===== config.mk =====
export PLATFORM = sky130hd
export DESIGN_NAME = base64_stream_encoder
export DESIGN_NICKNAME = d
export VERILOG_FILES = /design/src/design/b64se_pkg.sv /design/src/design/base64_stream_encoder.sv /design/src/design/b64se_front.sv /design/src/design/b64se_gq.sv /design/src/design/b64se_back.sv
export VERILOG_INCLUDE_DIRS = /design/src /design/src/design
export SDC_FILE = /design/constraint.sdc
export NUM_CORES = 1
export LEC_CHECK = 0
export BUFFER_PORTS_ARGS = -buffer_cell sky130_fd_sc_hd__buf_2
export CAP_MARGIN = 40
export CORE_ASPECT_RATIO = 1.25
export CORE_UTILIZATION = 30
export CTS_BUF_LIST = sky130_fd_sc_hd__clkbuf_16
export DETAILED_ROUTE_END_ITERATION = 8
export GPL_ROUTABILITY_DRIVEN = 0
export PLACE_DENSITY = 0.51
export SLEW_MARGIN = 15
export SYNTH_ARGS = -nofsm -noshare
export SYNTH_HDL_FRONTEND = slang
export SYNTH_SLANG_ARGS = --single-unit

===== constraint.sdc =====
create_clock -name clk -period 9.1 [get_ports clk]
set_clock_uncertainty 0.15 [all_clocks]
set_input_delay 1.82 -clock clk [delete_from_list [all_inputs] [get_ports clk]]
set_output_delay 1.82 -clock clk [all_outputs]
set_load 0.02 [all_outputs]

===== src/design/base64_stream_encoder_defines.svh =====
// Assertion macros shared by the base64 encoder modules.
`ifndef BASE64_STREAM_ENCODER_DEFINES_SVH
`define BASE64_STREAM_ENCODER_DEFINES_SVH

// Condition that holds at every clock edge out of reset.
`define B64SE_ASSERT(lbl, cond, msg) \
	lbl: assert property (@(posedge clk) disable iff (!arst_n) (cond)) else $error(msg);

// Condition on one edge that forces a condition on the next edge.
`define B64SE_ASSERT_NEXT(lbl, ante, cons, msg) \
	lbl: assert property (@(posedge clk) disable iff (!arst_n) (ante) |=> (cons)) else $error(msg);

`endif


===== src/design/b64se_pkg.sv =====
// Types, constants and the base64 alphabet for the stream encoder.
package b64se_pkg;

	localparam int unsigned GQ_DEPTH_DEF = 2;

	localparam logic [5:0] SEXTET_MASK = 6'h3F;
	localparam logic [7:0] PAD_CHAR    = 8'h3D;

	typedef enum logic [1:0] {
		PH_EMPTY = 2'd0,
		PH_ONE   = 2'd1,
		PH_TWO   = 2'd2
	} phase_t;

	typedef struct packed {
		logic [7:0] data_byte;
		logic       final_byte;
	} in_item_t;

	typedef struct packed {
		logic [7:0] out_char;
		logic       end_of_text;
	} out_item_t;

	typedef struct packed {
		logic [23:0] triple;
		logic [1:0]  pads;
		logic        is_end;
	} group_t;

	typedef struct packed {
		logic   valid;
		group_t grp;
	} gq_head_t;

	function automatic logic [7:0] b64_char(input logic [5:0] s);
		logic [7:0] c;
		if (s < 6'd26)
			c = 8'(8'd65 + {2'b00, s});
		else if (s < 6'd52)
			c = 8'(8'd71 + {2'b00, s});
		else if (s < 6'd62)
			c = 8'({2'b00, s} - 8'd4);
		else if (s == 6'd62)
			c = 8'h2B;
		else
			c = 8'h2F;
		return c;
	endfunction

endpackage


===== src/design/base64_stream_encoder.sv =====
// Base64 stream encoder (standard alphabet, '=' padding) top level.
// Bytes enter one per cycle while full is low; the byte marked final ends the
// message and closes its group, padded with '=' as needed. Each group of three
// bytes (or the closing partial group) yields four characters, the last of a
// message flagged with end_of_text. Characters leave through a single output
// register at one per cycle while the consumer pops each one. A completed group
// is first written into the queue, and its first character is then loaded into
// the output register once that register is free. A queue of GQ_DEPTH groups
// separates intake from output; a group stays in it until its fourth character
// is loaded, and full rises, holding off every byte, while it holds that many
// groups.
module base64_stream_encoder #(
	parameter int unsigned GQ_DEPTH = b64se_pkg::GQ_DEPTH_DEF
) (
	input  logic                 clk,
	input  logic                 arst_n,
	input  logic                 push,
	output logic                 full,
	input  b64se_pkg::in_item_t  push_item,
	output logic                 empty,
	input  logic                 pop,
	output b64se_pkg::out_item_t pop_item
);

	logic                gq_full, gq_push, gq_rd;
	b64se_pkg::group_t   gq_grp;
	b64se_pkg::gq_head_t gq_head;

	b64se_front u_front (
		.clk       (clk),
		.arst_n    (arst_n),
		.push      (push),
		.full      (full),
		.push_item (push_item),
		.gq_full   (gq_full),
		.gq_push   (gq_push),
		.gq_grp    (gq_grp)
	);

	b64se_gq #(
		.DEPTH (GQ_DEPTH)
	) u_gq (
		.clk     (clk),
		.arst_n  (arst_n),
		.wr      (gq_push),
		.wr_grp  (gq_grp),
		.gq_full (gq_full),
		.rd      (gq_rd),
		.head    (gq_head)
	);

	b64se_back u_back (
		.clk      (clk),
		.arst_n   (arst_n),
		.head     (gq_head),
		.gq_rd    (gq_rd),
		.empty    (empty),
		.pop      (pop),
		.pop_item (pop_item)
	);

endmodule


===== src/design/b64se_front.sv =====
// Byte intake: collects bytes into 3-byte groups and issues finished groups.
`include "base64_stream_encoder_defines.svh"

module b64se_front (
	input  logic               clk,
	input  logic               arst_n,
	input  logic               push,
	output logic               full,
	input  b64se_pkg::in_item_t push_item,
	input  logic               gq_full,
	output logic               gq_push,
	output b64se_pkg::group_t  gq_grp
);

	b64se_pkg::phase_t phase_q, phase_d;
	logic [15:0]       pend_q, pend_d;
	logic              accept;
	logic              emit;

	assign full   = gq_full;
	assign accept = push && !gq_full;

	always_comb begin
		gq_grp.is_end = push_item.final_byte;
		emit          = push_item.final_byte;
		phase_d       = phase_q;
		pend_d        = pend_q;
		unique case (phase_q)
			b64se_pkg::PH_ONE: begin
				gq_grp.triple = {pend_q[15:8], push_item.data_byte, 8'h00};
				gq_grp.pads   = 2'd1;
				phase_d       = b64se_pkg::PH_TWO;
				pend_d        = {pend_q[15:8], push_item.data_byte};
			end
			b64se_pkg::PH_TWO: begin
				gq_grp.triple = {pend_q, push_item.data_byte};
				gq_grp.pads   = 2'd0;
				emit          = 1'b1;
			end
			default: begin
				gq_grp.triple = {push_item.data_byte, 16'h0000};
				gq_grp.pads   = 2'd2;
				phase_d       = b64se_pkg::PH_ONE;
				pend_d        = {push_item.data_byte, 8'h00};
			end
		endcase
		if (emit) begin
			phase_d = b64se_pkg::PH_EMPTY;
			pend_d  = 16'h0000;
		end
	end

	assign gq_push = accept && emit;

	always_ff @(posedge clk or negedge arst_n) begin
		if (!arst_n) begin
			phase_q <= b64se_pkg::PH_EMPTY;
			pend_q  <= 16'h0000;
		end else if (accept) begin
			phase_q <= phase_d;
			pend_q  <= pend_d;
		end
	end

	`B64SE_ASSERT_NEXT(a_group_restarts, gq_push, phase_q == b64se_pkg::PH_EMPTY, "group not restarted")
	`B64SE_ASSERT(a_full_group_issued, !(accept && phase_q == b64se_pkg::PH_TWO) || gq_push, "third byte lost")

endmodule


===== src/design/b64se_gq.sv =====
// Short group queue between byte intake and character output.
`include "base64_stream_encoder_defines.svh"

module b64se_gq #(
	parameter int unsigned DEPTH = b64se_pkg::GQ_DEPTH_DEF
) (
	input  logic                clk,
	input  logic                arst_n,
	input  logic                wr,
	input  b64se_pkg::group_t   wr_grp,
	output logic                gq_full,
	input  logic                rd,
	output b64se_pkg::gq_head_t head
);

	localparam int unsigned PTR_W = (DEPTH > 1) ? $clog2(DEPTH) : 1;
	localparam int unsigned CNT_W = $clog2(DEPTH + 1);

	b64se_pkg::group_t mem_q [DEPTH];
	logic [PTR_W-1:0]  wr_ptr_q, rd_ptr_q;
	logic [CNT_W-1:0]  cnt_q;
	logic              do_wr, do_rd;

	assign gq_full    = (cnt_q == CNT_W'(DEPTH));
	assign head.valid = (cnt_q != '0);
	assign head.grp   = mem_q[rd_ptr_q];
	assign do_wr      = wr && !gq_full;
	assign do_rd      = rd && head.valid;

	always_ff @(posedge clk) begin
		if (do_wr)
			mem_q[wr_ptr_q] <= wr_grp;
	end

	always_ff @(posedge clk or negedge arst_n) begin
		if (!arst_n) begin
			wr_ptr_q <= '0;
			rd_ptr_q <= '0;
			cnt_q    <= '0;
		end else begin
			if (do_wr)
				wr_ptr_q <= (wr_ptr_q == PTR_W'(DEPTH - 1)) ? '0 : PTR_W'(wr_ptr_q + 1'b1);
			if (do_rd)
				rd_ptr_q <= (rd_ptr_q == PTR_W'(DEPTH - 1)) ? '0 : PTR_W'(rd_ptr_q + 1'b1);
			if (do_wr && !do_rd)
				cnt_q <= CNT_W'(cnt_q + 1'b1);
			else if (do_rd && !do_wr)
				cnt_q <= CNT_W'(cnt_q - 1'b1);
		end
	end

	`B64SE_ASSERT(a_no_overflow, !(wr && gq_full), "group pushed into full queue")

endmodule


===== src/design/b64se_back.sv =====
// Character output: turns queued groups into base64 characters, one per cycle unless waiting on pop.
`include "base64_stream_encoder_defines.svh"

module b64se_back (
	input  logic                 clk,
	input  logic                 arst_n,
	input  b64se_pkg::gq_head_t  head,
	output logic                 gq_rd,
	output logic                 empty,
	input  logic                 pop,
	output b64se_pkg::out_item_t pop_item
);

	logic                 out_valid_q;
	b64se_pkg::out_item_t out_q;
	logic [1:0]           k_q;
	logic [5:0]           sextet;
	logic                 is_pad;
	logic                 adv, load;
	b64se_pkg::out_item_t nxt;

	assign empty    = !out_valid_q;
	assign pop_item = out_q;
	assign adv      = !out_valid_q || pop;
	assign load     = adv && head.valid;
	assign gq_rd    = load && (k_q == 2'd3);

	always_comb begin
		unique case (k_q)
			2'd0:    sextet = head.grp.triple[23:18];
			2'd1:    sextet = head.grp.triple[17:12];
			2'd2:    sextet = head.grp.triple[11:6];
			default: sextet = head.grp.triple[5:0] & b64se_pkg::SEXTET_MASK;
		endcase
		is_pad          = ({1'b0, k_q} + {1'b0, head.grp.pads}) > 3'd3;
		nxt.out_char    = is_pad ? b64se_pkg::PAD_CHAR : b64se_pkg::b64_char(sextet);
		nxt.end_of_text = head.grp.is_end && (k_q == 2'd3);
	end

	always_ff @(posedge clk) begin
		if (load)
			out_q <= nxt;
	end

	always_ff @(posedge clk or negedge arst_n) begin
		if (!arst_n) begin
			out_valid_q <= 1'b0;
			k_q         <= 2'd0;
		end else if (load) begin
			out_valid_q <= 1'b1;
			k_q         <= 2'(k_q + 1'b1);
		end else if (adv) begin
			out_valid_q <= 1'b0;
		end
	end

	`B64SE_ASSERT(a_group_in_flight, (k_q == 2'd0) || head.valid, "group left queue mid-output")
	`B64SE_ASSERT_NEXT(a_end_on_last, load && (k_q != 2'd3), !out_q.end_of_text, "end flag before fourth char")

endmodule


==> flow_summary.json, run 1 <==
{
  "grt_max_degree": 28,
  "rr_endpoint": "u_back.pop_item[4]",
  "critPathMaxStageDelay_ns": 0.52,
  "design.core.area_um2": 13290,
  "p_int_mw": 1.150,
  "synth_cell_types": 47,
  "cts_sinks": 88,
  "synth-main-ff-cell": "edfxtp_1",
  "row_count": 47,
  "synthesis.nets": 356,
  "p_comb_frac": 0.457,
  "dp_hpwl_mm": 5.968,
  "port_buffers": 23,
  "power_density_nw_per_um2": 408.0,
  "worstMarginPinSlew_ns": 0.7579,
  "die_h_um": 132.9,
  "vdd_drop_max_v": 0.0001480,
  "antenna_cells": 0,
  "area_growth_pct": 14.78,
  "cp_data_arrival_time_ns": 3.18,
  "holdPathEnd": "u_gq.cnt_q[1]",
  "maxSlewViolCount": 0,
  "syn_area_um2": 4114,
  "synthArstFlopShare": 0.2841,
  "route.detailed.drc": 0,
  "rr_worst_depth": 9,
  "synth_seq_cells": 88,
  "yosysWarnings": 0,
  "min_from": "u_gq.cnt_q[1]",
  "synth_top_area_cell": "edfxtp_1",
  "crit_type": "reg2reg",
  "postCtsSetupBuffers": 0,
  "vias_per_cell": 4.862,
  "finalSetupTns_ns": 0,
  "whs_path_depth": 1,
  "drt_iter0_drc": 151,
  "p_leak_nw": 1.843,
  "max_cap_violations": 0,
  "syn_area_per_cell_um2": 12.58,
  "drive_above_1_share": 0.1765,
  "ctsResizeCount": 0,
  "grt_pass1_vias": 2565,
  "cp_data_required_time_ns": 9.04,
  "cp_num_buf_inv": 1,
  "maxSlewHeadroom": 0.4947,
  "cts_buffers": 9,
  "hold_path.class": "reg2reg",
  "grt_pass1_wl_mm": 13.61,
  "hold_viol": 0,
  "setup_violations": 0,
  "die_width_um": 106.7,
  "cpLargestDelayFamily": "adder cells",
  "switching_share": 0.4033,
  "path_clk_slew_ns": 0.07,
  "drtAntennaViolNets": 0,
  "cts_buffer_depth": 2,
  "antenna_found_initial": 0,
  "synth_top_area_frac": 0.4599,
  "period_minus_slack_ns": 3.239,
  "grt_usage": 0.1272,
  "p_switching_mw": 0.7769,
  "path_cells": "inv_1 -> ha_1 -> a22oi_1 -> nand3_1 -> nand3_1 -> ha_1 -> nor3_4 -> a31oi_1 -> a221o_1",
  "clkPwrFrac": 0.206,
  "vias": 2567,
  "status": "finished clean",
  "cp_max_fo": 12,
  "fin_crit_sh": 0.3560,
  "synth_area_leaders": "edfxtp_1 (46%), dfrtp_1 (15%), ha_1 (4.9%)",
  "max_freq_ghz": 0.3087,
  "fp.dieArea_um2": 14190,
  "reg2reg_slack_ns": 5.86,
  "cts_tree": "built",
  "postCtsHoldBufs": 0,
  "clock-root-buffer": "clkbuf_16",
  "io_pins": 24,
  "grt_setup_unrepaired": "no",
  "p_total_mw": 1.927,
  "yosysSeqAreaShare": 0.6119,
  "synth-edff-count": 63,
  "synthCells": 327,
  "reg2reg_from": "u_back.k_q[0]",
  "clk_latency_ns": 0.34,
  "finalNetCount": 381,
  "htreeDepth": 3,
  "crit_slowest_cell": "ha_1",
  "cp-end-kind": "register",
  "first_pass_iters": 4,
  "initial_core_util": 0.3095,
  "start_kind": "register",
  "overflow": 0,
  "wl_per_cell_um": 15.91,
  "seqPwrFrac": 0.337,
  "wl_mm": 8.403
}
[state kept, by name, indices dropped and copies added (netlist names)]
signal / flops
u_back.pop_item: 9
u_front.pend_q: 16
u_gq.rd_ptr_q: 1
u_front.phase_q: 2
u_gq.mem_q: 54
u_back.out_valid_q: 1
u_gq.cnt_q: 2
u_back.k_q: 2
u_gq.wr_ptr_q: 1
[synth_stat cells, types with 2 or more instances]
| cell type | instances |
|---|---|
| ha_1 | 16 |
| o21ai_0 | 14 |
| nand2_1 | 37 |
| a211oi_1 | 3 |
| xor2_1 | 3 |
| dfrtp_1 | 25 |
| edfxtp_1 | 63 |
| and3_1 | 2 |
| inv_1 | 12 |
| mux2i_1 | 7 |
| a22o_1 | 16 |
| buf_6 | 2 |
| and2_1 | 9 |
| buf_4 | 2 |
| nand3_4 | 2 |
| or3_1 | 2 |
| xnor2_1 | 5 |
| nand3_2 | 2 |
| nand2b_1 | 3 |
| mux2_2 | 2 |
| clkbuf_1 | 7 |
| a21oi_1 | 3 |
| a22oi_1 | 21 |
| nor3_4 | 2 |
| o21ai_1 | 2 |
| nand3_1 | 15 |
| a21o_1 | 2 |
| a31oi_1 | 5 |
| nand2_2 | 3 |
| nor2_1 | 23 |
[how the worst max path moves through the flow]
stage                  startpoint                  to  slack, ns  cells past startpoint
finish              u_back.k_q[0]  u_back.pop_item[4]       5.86                      9
global route        u_back.k_q[0]  u_back.pop_item[3]       5.56                     11
CTS                 u_back.k_q[0]  u_back.pop_item[4]       5.87                      9
detailed placement           push    u_gq.mem_q[1][3]       5.55                      5
global placement             push    u_gq.mem_q[1][7]       5.56                      5
floorplan                    push    u_gq.mem_q[0][0]       4.44                      3
[through the flow]
step                instance area [um^2]  hold WS, ns  setup WS [ns]  instances  utilization
global route                        4722       0.3611          5.557        528       0.3553
detailed placement                  4402       0.3311          5.554        512       0.3312
floorplan                           4114       0.3063          4.442        327            -
CTS                                 4722       0.3485          5.871        528       0.3553
global placement                    4402       0.3299          5.555        512       0.3312
finish                              4722       0.3481          5.861        528       0.3553
[layout by cell type (no fill, tap or decap), types with 3 or more instances in the layout]
cell       instances
a211oi_1           3
a21oi_1            3
a22o_1            16
a22oi_1           21
a31oi_1            5
and2_1             9
buf_2             23
buf_4              3
clkbuf_16          9
dfrtp_1           25
edfxtp_1          63
ha_1              16
inv_1             12
mux2i_1            7
nand2_1           37
nand2_2            3
nand2b_1           3
nand3_1           15
nor2_1            23
o21ai_0           14
xnor2_1            5
xor2_1             3
[layer usage]
layer,track usage,wire length [um]
met2,0.2032,4092
met5,0,0
met3,0.02266,257
met1,0.1603,3829
met4,0.07458,223
[logic make-up after synthesis]
| family | after synthesis | synth area share |
|---|---|---|
| simple gates | 107 | 0.1356 |
| flops | 88 | 0.6119 |
| compound gates | 75 | 0.1366 |
| buf+inv | 24 | 0.02767 |
| fa+ha+maj | 16 | 0.04866 |
| mux | 9 | 0.02251 |
| xor+xnor | 8 | 0.01703 |
[layout make-up]
cell class | instances | area, um^2
Fill cell | 1357 | 8568
Sequential cell | 88 | 2517
Inverter | 12 | 45.04
Timing Repair Buffer | 26 | 137.6
Clock buffer | 9 | 225.2
Tap cell | 171 | 214.0
Clock inverter | 7 | 95.09
Multi-Input combinational cell | 215 | 1488
[worst register-to-register path: cells and delay by family (launching register included)]
kind	cells	cell delay (ns)
adders and majority gates	2	0.92
AOI/OAI and AO/OA	3	0.63
DFF	1	0.44
and+or+nand+nor	3	0.71
buffers and inverters	1	0.16
[power by group through the flow]
stage	clock network, mW	logic, mW	registers (mW)
floorplan	0	0.662	0.666
global placement	0	0.866	0.658
detailed placement	0	0.879	0.659
CTS	0.403	0.882	0.652
global route	0.417	0.981	0.664
finish	0.396	0.880	0.650
Note: power is estimated with default switching activity, not from simulation.
==> inputs of run 2 (changes only) <==
==> constraint.sdc (replaced) <==
create_clock -name clk -period 3.3 [get_ports clk]
set_clock_uncertainty 0.15 [all_clocks]
set_input_delay 0.66 -clock clk [delete_from_list [all_inputs] [get_ports clk]]
set_output_delay 0.66 -clock clk [all_outputs]
set_load 0.02 [all_outputs]
==> flow_summary.json, run 2 (synthesis gave the netlist of run 1 again) <==
{
  "cp-end-kind": "register",
  "ctsResizeCount": 0,
  "p_total_mw": 5.141,
  "cp_max_fo": 12,
  "route.detailed.drc": 0,
  "drtAntennaViolNets": 0,
  "path_clk_slew_ns": 0.06,
  "antenna_cells": 0,
  "seqPwrFrac": 0.349,
  "wl_per_cell_um": 16.01,
  "cts_tree": "built",
  "finalSetupTns_ns": 0,
  "period_minus_slack_ns": 3.058,
  "htreeDepth": 3,
  "io_pins": 24,
  "vias": 2603,
  "cp_data_arrival_time_ns": 3.00,
  "die_width_um": 106.7,
  "grt_setup_unrepaired": "no",
  "rr_endpoint": "u_back.pop_item[4]",
  "clk_latency_ns": 0.34,
  "vdd_drop_max_v": 0.0003832,
  "hold_path.class": "in2async",
  "power_density_nw_per_um2": 1098,
  "crit_type": "reg2reg",
  "worstMarginPinSlew_ns": 0.7507,
  "reg2reg_from": "u_back.k_q[0]",
  "postCtsHoldBufs": 0,
  "antenna_found_initial": 0,
  "area_growth_pct": 13.78,
  "p_leak_nw": 1.843,
  "finalNetCount": 383,
  "fp.dieArea_um2": 14190,
  "largest_reg_flops": 54,
  "overflow": 0,
  "start_kind": "register",
  "grt_max_degree": 28,
  "cts_sinks": 88,
  "cp_data_required_time_ns": 3.24,
  "reg2reg_slack_ns": 0.24,
  "clkPwrFrac": 0.173,
  "die_h_um": 132.9,
  "port_buffers": 23,
  "final_cell_mix": "edfxtp_1 (63), nand2_1 (37), dfrtp_1 (25), nor2_1 (23), buf_2 (23)",
  "grt_usage": 0.1287,
  "p_switching_mw": 2.117,
  "row_count": 47,
  "switching_share": 0.4117,
  "setup_violations": 0,
  "postCtsSetupBuffers": 0,
  "p_comb_frac": 0.478,
  "grt_pass1_vias": 2588,
  "fin_worst_hold_slack_ns": 0.1840,
  "drt_iter0_drc": 156,
  "initial_core_util": 0.3095,
  "max_freq_ghz": 0.3270,
  "wl_mm": 8.487,
  "cts_buffers": 9,
  "vias_per_cell": 4.911,
  "drive_above_1_share": 0.1727,
  "layout_commonest_cell": "edfxtp_1",
  "max_cap_violations": 0,
  "first_pass_iters": 4,
  "grt_pass1_wl_mm": 13.64,
  "dp_hpwl_mm": 6.278,
  "maxSlewViolCount": 0,
  "p_int_mw": 3.024,
  "fin_crit_sh": 0.9267,
  "cts_buffer_depth": 2,
  "status": "finished clean",
  "hold_viol": 0,
  "clock-root-buffer": "clkbuf_16",
  "maxSlewHeadroom": 0.4995,
  "design.core.area_um2": 13290,
  "rr_worst_depth": 11,
  "max_flop_register": "u_gq.mem_q"
}
run 2: worst max-delay path, stage by stage, from the launching register on:
cell,delay (ns)
dfrtp_1,0.44
inv_1,0.13
ha_1,0.37
a22oi_1,0.24
nand3_1,0.10
nand3_1,0.23
inv_1,0.11
ha_1,0.28
a31oi_2,0.22
o21a_4,0.19
a31oi_1,0.05
a221o_1,0.31
run 2: worst max path at each step:
stage / startpoint / end / slack [ns] / depth (start not counted)
after global placement: u_back.k_q[0] / u_back.pop_item[2] / 0.40 / 11
after floorplan: u_back.k_q[0] / u_back.pop_item[4] / 0.55 / 12
after global routing: u_back.k_q[0] / u_back.pop_item[2] / 0.03 / 11
after detailed placement: u_back.k_q[0] / u_back.pop_item[4] / 0.28 / 11
after CTS: u_back.k_q[0] / u_back.pop_item[4] / 0.27 / 11
final: u_back.k_q[0] / u_back.pop_item[4] / 0.24 / 11
run 2: power groups by stage:
stage | Sequential (mW) | Combinational [mW] | Clock [mW]
detailed placement | 1.82 | 2.45 | 0
global route | 1.83 | 2.74 | 0.962
CTS | 1.80 | 2.46 | 0.916
floorplan | 1.84 | 1.83 | 0
finish | 1.79 | 2.46 | 0.888
global placement | 1.81 | 2.41 | 0
run 2: stage by stage:
step / util / setup slack, ns / instance area, um^2 / std cells
2_1_floorplan: - / 0.5547 / 4119 / 327
3_3_place_gp: 0.3328 / 0.3956 / 4423 / 514
3_5_place_dp: 0.3328 / 0.2765 / 4423 / 514
4_1_cts: 0.3522 / 0.2689 / 4681 / 530
5_1_grt: 0.3522 / 0.02531 / 4681 / 530
6_report: 0.3522 / 0.2418 / 4681 / 530
run 2: area by class of cell:
type	count	area [um^2]
fill	1359	8610
timing repair buffer	28	152.6
clock inverter	7	32.53
tap	171	214.0
multi-input combinational	215	1494
clock buffer	9	225.2
sequential	88	2517
inverter	12	45.04
run 2: per-layer routing:
metal / GRT usage / share of wire
met4: 0.06925 / 0.028
met5: 0 / 0
met1: 0.1530 / 0.43
met3: 0.01970 / 0.025
met2: 0.2215 / 0.52
==> inputs of run 3 (changes only) <==
==> constraint.sdc (replaced) <==
create_clock -name clk -period 3.3 [get_ports clk]
set_clock_uncertainty 0.15 [all_clocks]
set_input_delay 0 -clock clk [delete_from_list [all_inputs] [get_ports clk]]
set_output_delay 0 -clock clk [all_outputs]
set_load 0.02 [all_outputs]
==> flow_summary.json, run 3 (synthesis gave the netlist of run 1 again) <==
{
  "largest_reg_flops": 54,
  "postCtsSetupBuffers": 0,
  "design.core.area_um2": 13290,
  "dp_hpwl_mm": 6.278,
  "status": "finished clean",
  "wl_per_cell_um": 15.71,
  "crit_type": "reg2reg",
  "route.detailed.drc": 0,
  "clkPwrFrac": 0.172,
  "period_minus_slack_ns": 3.057,
  "power_density_nw_per_um2": 1075,
  "drtAntennaViolNets": 0,
  "cp_max_fo": 12,
  "clk_latency_ns": 0.34,
  "grt_usage": 0.1290,
  "first_pass_iters": 4,
  "area_growth_pct": 16.45,
  "hold_path.class": "in2async",
  "p_switching_mw": 2.118,
  "grt_pass1_vias": 2586,
  "overflow": 0,
  "maxSlewViolCount": 0,
  "layout_commonest_cell": "edfxtp_1",
  "wl_mm": 8.501,
  "vias": 2649,
  "finalNetCount": 394,
  "fp.dieArea_um2": 14190,
  "p_int_mw": 3.033,
  "max_freq_ghz": 0.3271,
  "finish.utilization": 0.3605,
  "switching_share": 0.4112,
  "initial_core_util": 0.3095,
  "worstMarginPinSlew_ns": 0.7665,
  "vdd_drop_max_v": 0.0003832,
  "antenna_found_initial": 0,
  "io_pins": 24,
  "cts_buffers": 9,
  "drt_iter0_drc": 153,
  "crit_start": "u_back.k_q[0]",
  "final_cell_mix": "edfxtp_1 (63), nand2_1 (37), dfrtp_1 (25), nor2_1 (23), buf_2 (23)",
  "maxSlewHeadroom": 0.4890,
  "grt_setup_unrepaired": "no",
  "cts_tree": "built",
  "vias_per_cell": 4.896,
  "setup_violations": 0,
  "seqPwrFrac": 0.348,
  "cp_data_required_time_ns": 3.24,
  "port_buffers": 23,
  "max_flop_register": "u_gq.mem_q",
  "max_cap_violations": 0,
  "grt_max_degree": 28,
  "rr_worst_depth": 11,
  "finalSetupTns_ns": 0,
  "cts_buffer_depth": 2,
  "p_leak_nw": 1.889,
  "cp-end-kind": "register",
  "drive_above_1_share": 0.1676,
  "die_width_um": 106.7,
  "cts_sinks": 88,
  "clock-root-buffer": "clkbuf_16",
  "path_clk_slew_ns": 0.06,
  "die_h_um": 132.9,
  "grt_pass1_wl_mm": 13.69,
  "hold_viol": 0,
  "htreeDepth": 3,
  "p_comb_frac": 0.479,
  "antenna_cells": 0,
  "row_count": 47,
  "fin_crit_sh": 0.9264,
  "reg2reg_from": "u_back.k_q[0]",
  "start_kind": "register",
  "cp_data_arrival_time_ns": 3.00
}
-- run 3: changes by cell type in the layout (fill, tap and decap cells not counted), sizes merged --
cell | previous run | this run
dlygate4sd3 | 0 | 11
-- run 3: layer usage --
metal	global-route usage	up-vias	share of wire
met5	0	-	0
li1	-	1285	-
met4	0.06925	0	0.028
met1	0.1537	1291	0.42
met3	0.01970	16	0.027
met2	0.2219	57	0.52
-- run 3: worst paths after layout --
check                                          end  slack [ns]
worst min register to register  u_front.pend_q[14]        0.35
worst max register to register  u_back.pop_item[4]        0.24
worst min-delay path             u_front.pend_q[4]        0.06
worst max-delay path            u_back.pop_item[4]        0.24
max in group asynchronous            u_gq.rd_ptr_q        2.52
min in group clk                u_front.phase_q[1]        0.06
-- run 3: worst max-delay path: stages (launching register included) --
cell and delay, ns:
dfrtp_1 0.44, inv_1 0.13, ha_1 0.37, a22oi_1 0.24, nand3_1 0.10, nand3_1 0.23, inv_1 0.11, ha_1 0.28
a31oi_2 0.22, o21a_4 0.19, a31oi_1 0.05, a221o_1 0.31
-- run 3: area by class of cell --
class | instances | area (um^2)
Clock inverter | 7 | 32.53
Tap cell | 171 | 214.0
Fill cell | 1351 | 8499
Inverter | 12 | 45.04
Sequential cell | 88 | 2517
Multi-Input combinational cell | 215 | 1494
Clock buffer | 9 | 225.2
Timing Repair Buffer | 39 | 262.8
-- run 3: timing repair --
item | 4_1_cts | 5_1_grt
resized for setup | 0 | 0
hold endpoints to repair | 85 | 0
hold buffers | 11 | 0
-- run 3: power groups by stage --
| stage | clock network, mW | logic (mW) | registers, mW |
|---|---|---|---|
| 2_1_floorplan | 0 | 1.83 | 1.84 |
| 3_3_place_gp | 0 | 2.41 | 1.81 |
| 6_report | 0.887 | 2.47 | 1.79 |
| 4_1_cts | 0.916 | 2.47 | 1.80 |
| 3_5_place_dp | 0 | 2.45 | 1.82 |
| 5_1_grt | 0.962 | 2.75 | 1.83 |
-- run 3: through the flow --
step / worst slack (ns) / total power [mW] / cell area, um^2 / instances / hold slack, ns
2_1_floorplan: 0.5547 / 3.664 / 4119 / 327 / -0.4456
3_3_place_gp: 0.3956 / 4.227 / 4423 / 514 / -0.07980
3_5_place_dp: 0.2765 / 4.267 / 4423 / 514 / -0.08762
4_1_cts: 0.2689 / 5.182 / 4791 / 541 / 0.05068
5_1_grt: 0.02531 / 5.533 / 4791 / 541 / 0.07682
6_report: 0.2428 / 5.151 / 4791 / 541 / 0.05703
